### src/size_class_slab_allocator_unit_macros.svh
// Assertion helpers shared by the RTL.
`ifndef SIZE_CLASS_SLAB_ALLOCATOR_UNIT_MACROS_SVH
`define SIZE_CLASS_SLAB_ALLOCATOR_UNIT_MACROS_SVH

`define SCSA_ASSERT_IMP(label, clk, rstn, ante, cons) \
    label: assert property (@(posedge clk) disable iff (!rstn) (ante) |-> (cons)) \
        else $error("assertion failed");

`define SCSA_ASSERT_NXT(label, clk, rstn, ante, cons) \
    label: assert property (@(posedge clk) disable iff (!rstn) (ante) |=> (cons)) \
        else $error("assertion failed");

`endif

### src/scsa_pkg.sv
`timescale 1ns / 1ps
package scsa_pkg;
    localparam int NUM_CLASSES_DEF  = 4;
    localparam int FREE_DEPTH_DEF   = 64;
    localparam int HEADER_BYTES_DEF = 8;

    localparam logic [2:0] ST_OK        = 3'd0;
    localparam logic [2:0] ST_FALLBACK  = 3'd1;
    localparam logic [2:0] ST_INVALID   = 3'd2;
    localparam logic [2:0] ST_FULL      = 3'd3;
    localparam logic [2:0] ST_EXHAUSTED = 3'd4;

    localparam logic [2:0] REG_CLASS0       = 3'd0;
    localparam logic [2:0] REG_CLASS3       = 3'd3;
    localparam logic [2:0] REG_BLOCK_BYTES  = 3'd4;
    localparam logic [2:0] REG_REGION_BASE  = 3'd5;
    localparam logic [2:0] REG_REGION_BYTES = 3'd6;

    localparam int DIV_STEPS = 33;

    typedef enum logic [3:0] {
        S_IDLE, S_DECIDE, S_POP_RD, S_POP_WAIT, S_PUSH, S_OPEN_CHK, S_DIV,
        S_OPEN_SET, S_CARVE, S_DONE
    } state_t;

    // controller -> datapath
    typedef struct packed {
        logic load;
        logic push;
        logic pop_rd;
        logic pop_take;
        logic open_chk;
        logic div_start;
        logic open_set;
        logic carve;
        logic [2:0] set_status;
        logic set_status_en;
        logic out_valid_set;
    } cmd_t;

    // datapath -> controller
    typedef struct packed {
        logic invalid;
        logic no_class;
        logic is_free;
        logic stack_full;
        logic stack_empty;
        logic need_open;
        logic open_fail;
        logic div_done;
        logic out_busy;
    } stat_t;
endpackage

### src/scsa_ctrl.sv
`timescale 1ns / 1ps
`include "size_class_slab_allocator_unit_macros.svh"
module scsa_ctrl
    import scsa_pkg::*;
(
    input  logic  aclk,
    input  logic  aresetn,
    input  logic  in_valid,
    output logic  in_ready,
    input  stat_t st,
    output cmd_t  cmd
);
    state_t state_reg, state_next;

    always_comb begin
        state_next = state_reg;
        case (state_reg)
            S_IDLE: begin
                if (in_valid) state_next = S_DECIDE;
            end
            S_DECIDE: begin
                if (st.invalid || st.no_class) state_next = S_DONE;
                else if (st.is_free) state_next = st.stack_full ? S_DONE : S_PUSH;
                else if (!st.stack_empty) state_next = S_POP_RD;
                else if (st.need_open) state_next = S_OPEN_CHK;
                else state_next = S_CARVE;
            end
            S_POP_RD:   state_next = S_POP_WAIT;
            S_POP_WAIT: state_next = S_DONE;
            S_PUSH:     state_next = S_DONE;
            S_OPEN_CHK: state_next = st.open_fail ? S_DONE : S_DIV;
            S_DIV: begin
                if (st.div_done) state_next = S_OPEN_SET;
            end
            S_OPEN_SET: state_next = S_CARVE;
            S_CARVE:    state_next = S_DONE;
            S_DONE: begin
                if (!st.out_busy) state_next = S_IDLE;
            end
            default:    state_next = S_IDLE;
        endcase
    end

    always_comb begin
        cmd = '0;
        in_ready = 1'b0;
        case (state_reg)
            S_IDLE: begin
                in_ready = 1'b1;
                cmd.load = in_valid;
            end
            S_DECIDE: begin
                cmd.set_status_en = 1'b1;
                if (st.invalid) cmd.set_status = ST_INVALID;
                else if (st.no_class) cmd.set_status = ST_FALLBACK;
                else if (st.is_free && st.stack_full) cmd.set_status = ST_FULL;
                else cmd.set_status = ST_OK;
            end
            S_POP_RD:   cmd.pop_rd = 1'b1;
            S_POP_WAIT: cmd.pop_take = 1'b1;
            S_PUSH:     cmd.push = 1'b1;
            S_OPEN_CHK: begin
                cmd.open_chk = 1'b1;
                cmd.div_start = !st.open_fail;
                cmd.set_status_en = st.open_fail;
                cmd.set_status = ST_EXHAUSTED;
            end
            S_OPEN_SET: cmd.open_set = 1'b1;
            S_CARVE:    cmd.carve = 1'b1;
            S_DONE:     cmd.out_valid_set = !st.out_busy;
            default: ;
        endcase
    end

    always_ff @(posedge aclk) begin
        if (!aresetn) state_reg <= S_IDLE;
        else state_reg <= state_next;
    end

    `SCSA_ASSERT_IMP(a_ready_idle, aclk, aresetn, in_ready, state_reg == S_IDLE)
    `SCSA_ASSERT_NXT(a_load_decide, aclk, aresetn, cmd.load, state_reg == S_DECIDE)
    `SCSA_ASSERT_NXT(a_pop_wait, aclk, aresetn, cmd.pop_rd, cmd.pop_take)
endmodule

### config.mk
export PLATFORM = sky130hd
export DESIGN_NAME = scsa_ctrl
export DESIGN_NICKNAME = d
export VERILOG_FILES = /design/src/scsa_pkg.sv /design/src/scsa_ctrl.sv
export VERILOG_INCLUDE_DIRS = /design/src /design/src/src
export SDC_FILE = /design/constraint.sdc
export NUM_CORES = 1
export LEC_CHECK = 0
export ABC_AREA = 1
export BUFFER_PORTS_ARGS = -buffer_cell sky130_fd_sc_hd__buf_2
export CAP_MARGIN = 30
export CELL_PAD_IN_SITES_DETAIL_PLACEMENT = 0
export CELL_PAD_IN_SITES_GLOBAL_PLACEMENT = 2
export CORE_MARGIN = 10
export CORE_UTILIZATION = 17
export DETAILED_ROUTE_END_ITERATION = 12
export PLACE_DENSITY_LB_ADDON = 0.1
export SKIP_LAST_GASP = 1
export SLEW_MARGIN = 25
export SYNTH_ARGS = -nofsm -noshare
export SYNTH_HDL_FRONTEND = slang
export SYNTH_SLANG_ARGS = --single-unit
### constraint.sdc
create_clock -name aclk -period 1.1 [get_ports aclk]
set_input_delay 0.22 -clock aclk [delete_from_list [all_inputs] [get_ports aclk]]
set_output_delay 0.22 -clock aclk [all_outputs]
set_load 0.01 [all_outputs]
==> Yosys cells after proc, flatten, opt, wreduce, memory -nomap -nowiden <==
Index checks and enable logic that the tools add are counted.
{ "classes": {"eq_ne": 12, "muxes": 23, "n_reduce_logical": 7} }
{ "op_table": {"columns": ["operator", "count"], "rows": [
  ["$mux W4", 9],
  ["$pmux W4 S8", 1],
  ["$eq A4 B3 Y1 const B", 4],
  ["$eq A4 B2 Y1 const B", 2],
  ["$eq A4 B4 Y1 const B", 2],
  ["$mux W1", 8],
  ["$pmux W4 S2", 1],
  ["$mux W3", 2],
  ["$ne A2 B2 Y1 const B", 3],
  ["$eq A4 B1 Y1 const B", 1],
  ["$logic_not A4 Y1", 1],
  ["$mux W2", 2],
  ["$reduce_and A3 Y1", 1],
  ["$reduce_or A3 Y1", 1],
  ["$logic_not A1 Y1", 2],
  ["$logic_and A1 B1 Y1", 1],
  ["$logic_or A1 B1 Y1", 1]
]} }
{ "word_totals": {"register_bits": 4, "in_bits": 12, "output_inout_bits": 14} }

==> Logic depth before layout (Yosys ltp) <==
{ "depth": {"depth_word": 5, "ltp_mapped": 8, "ltp_nobuf": 8} }

==> Worst setup path after synthesis <==
Ideal clock, no wire load.
{ "synth_path": {"kind": "register to output", "startpoint": "register state_reg[0]", "endpoint": "output port cmd[2] (netlist bit)", "arrival_ps": 999, "t_required_ps": 880, "path_slack_ps": -119, "stages_incl_launch_ff": 7, "cell_sequence": "dfxtp_1 > inv_2 > nor2_4 > inv_2 > nor2_4 > inv_1 > nor3_1"} }
{ "synth_rtl": {"columns": ["element", "line_no", "rtl"], "rows": [
  ["start, declared", "scsa_ctrl.sv:13", "state_t state_reg, state_next;"],
  ["start signal, assigned", "scsa_ctrl.sv:77", "else state_reg <= state_next;"],
  ["end, declared", "scsa_ctrl.sv:11", "output cmd_t cmd"]
]} }

==> run_results.csv <==
group,metric,value,unit
logic_synthesis,synth_top_flop_cell,"dfxtp_1",
worst_setup_path,path_delay_family,"buffers and inverters",
timing,timing.final.ws_setup,-0.324,ns
worst_setup_path,worstPathArrival,1.20,ns
global_route,grt_overflow,0,
worst_setup_path,slowest_stage,"dfxtp_2",
die,fp.dieH,70.5,um
worst_setup_path,cpMostUsedCell,"buf_4",
logic_synthesis,synthTopCellsByCount,"nor2_1, nand2_1, inv_1",
timing,fin_setup_tns,-4.31,ns
power_and_ir_drop,p_seq_frac,0.135,
global_route,use_met2,0.123,
die,start_util,0.177,
logic_synthesis,yosysMostFrequentCell,"nor2_1",
logic_synthesis,synth-seq-cells,4,
timing,final_max_slew_viol_count,0,
cts,clock_path_buffers,2,
layout,drive_above_1_share,0.714,
drt,drt-pass1-iter-count,2,
worst_setup_path,r2r_slack,-0.23,ns
timing,max_freq,702,MHz
die,die_area,4980,um^2
global_route,grt_pass1_wl,3020,um
power_and_ir_drop,p_clk_frac,0.124,
worst_setup_path,start_kind,"flip-flop",
worst_setup_path,cp_max_fo,3,
global_route,use_met3,0.0391,
worst_setup_path,max_stage_delay,0.33,ns
status,violations,"setup timing",
power_and_ir_drop,p_int,0.924,mW
power_and_ir_drop,comb_power_share,0.740,
power_and_ir_drop,p_per_area,1620,nW/um^2
cts,clk_latency,0.25,ns
global_route,antenna_found_initial,0,
layout,area_growth,133,%
layout,finalInstanceArea,1010,um^2
layout,antenna_cells,0,
drt,routedWlPerCell,10.7,um
cts,hold_buffers,0,
drt,initialDrtViolationCount,6,
layout,largest_reg_flops,4,
timing,clock_skew,0.00156,ns
global_route,grt_use_total,0.0716,
layout,seq_area,92.6,um^2
flow_run,cap_violations,0,
global_route,use_met1,0.0768,
power_and_ir_drop,power,1.64,mW
global_route,grt_max_degree,5,
timing,fin_crit,1.42,ns
die,io_pins,26,
placed_design,port_buffers,25,
die,core-area,2450,um^2
logic_synthesis,ys_warn_count,0,
timing,max-slew-margin-rel,0.867,
logic_synthesis,synth_cell_type_count,17,
cts,path_clk_slew,0.04,ns
cts,cts_root_buffer,"clkbuf_4",
logic_synthesis,synth_area_leaders,"dfxtp_1, nor2_1, nand2_1",
logic_synthesis,syn_area,434,um^2
worst_setup_path,worst_ep_required_time,0.88,ns
global_route,grt_pass1_vias,696,
status,status,"complete, but fails checks",
timing,setup_viol,18,
worst_setup_path,worstPathCellList,"inv_2 > nor2_4 > buf_4 > buf_4 > nand2_2 > nor2_1 > buf_2",
drt,drc,0,
global_route,grt_busiest_layer,"met2",
placed_design,place.gp.congestion,0.704,
cts,numCtsBuffers,3,
logic_synthesis,synth_edf_count,0,
placed_design,place_area,642,um^2
power_and_ir_drop,p_sw,0.716,mW
logic_synthesis,synth.top_cell.area_share,0.184,
logic_synthesis,synth.yosys.seq_area_share,0.184,
layout,final_core_util,0.412,
worst_setup_path,end_kind,"primary output",
drt,viasPerCell,4.10,
power_and_ir_drop,ir_worst_vdd,0.000748,V
placed_design,hpwlAfterDp,1380,um
timing,grt_setup_unrepaired,"true",
logic_synthesis,netlist_instances,84,
drt,ant_nets,0,
layout,layout.nets,147,
logic_synthesis,postSynthAreaPerCell,5.17,um^2
worst_setup_path,worstSetupPathType,"flip-flop to primary output",
die,rows,18,
timing,finalCritPeriodShare,1.29,
cts,htree_num_levels,1,
worst_hold_path,hp-class,"input pin to flip-flop",
logic_synthesis,synthArstFlopShare,0,
timing,timing.final.hold_violations,0,
cts,cts.sinks,4,
timing,hold_slack,0.257,ns
logic_synthesis,yosys.area.top_type,"dfxtp_1",
drt,vias,669,
timing,worst_pin_slew,0.198,ns
worst_setup_path,cp_num_buf_inv,4,
logic_synthesis,synth_nets,96,
power_and_ir_drop,swShare,0.437,
power_and_ir_drop,p_leak,0.539,nW
drt,totalWireLength,1740,um
die,die_w,70.5,um
layout,multi_input_area,409,um^2
layout,fillers,278,
cts,cts_tree,"built",
-- power groups by stage --
stage	Clock (mW)	Sequential [mW]	Combinational [mW]
detailed placement	0	0.208	0.687
finish	0.204	0.222	1.21
CTS	0.199	0.223	1.08
global placement	0	0.208	0.693
global route	0.231	0.225	1.34
floorplan	0	0.205	0.420
-- layout make-up --
class | count | area share
clock buffer | 3 | 0.0222
inverter | 20 | 0.0766
multi-input combinational | 59 | 0.404
sequential | 4 | 0.0915
tap | 30 | 0.0371
timing repair buffer | 47 | 0.368
-- stage by stage --
stage | setup slack (ns) | std cells
global route | -0.421 | 163
floorplan | -0.0343 | 84
detailed placement | -0.175 | 144
CTS | -0.361 | 158
global placement | -0.191 | 144
finish | -0.324 | 163
-- worst min-delay path, cell delays in order --
cell and delay [ns]:
buf_2 0.07, inv_1 0.08, a21oi_2 0.10
-- final timing paths --
kind,cells past startpoint,from,endpoint
worst max-delay path,7,state_reg[0]$_SDFFE_PN0P_,cmd[0]
worst min-delay path,3,aresetn,state_reg[0]$_SDFFE_PN0P_
worst max register to register,10,state_reg[1]$_SDFFE_PN0P_,state_reg[0]$_SDFFE_PN0P_
worst min register to register,3,state_reg[3]$_SDFFE_PN0P_,state_reg[1]$_SDFFE_PN0P_
-- cell families (layout without fill, tap and decap cells) --
family	Yosys count	count (layout)	synth area share
buf+inv	21	70	0.190
simple gates	49	49	0.499
compound gates	10	10	0.127
flops	4	4	0.184
-- layer usage --
metal / up-vias / wire length (um)
li1: 351 / -
met1: 296 / 709
met2: 17 / 870
met3: 5 / 135
met4: 0 / 24
met5: - / 0
-- layout by cell type (no fill, tap or decap), types with 2 or more instances in the layout --
master and instances:
dfxtp_4 3, nor2_4 9, nor2_2 4, nor2_1 9, inv_1 10, clkbuf_4 3, nand3_1 4, buf_2 16
o21ai_1 2, nand2_2 7, nand2_1 7, nand2_4 4, o21ai_0 2, inv_2 9, o21ai_2 2, a21oi_2 2
buf_4 15, buf_6 16
-- timing repair --
action                                 CTS  global route
gates resized for setup                 53            14
endpoints found under the hold margin    0             0
gates cloned                             0             0
setup buffers                           11             5
pin swaps                               14            10
setup endpoints to repair               18            18
Note: power is estimated with default switching activity, not from simulation.
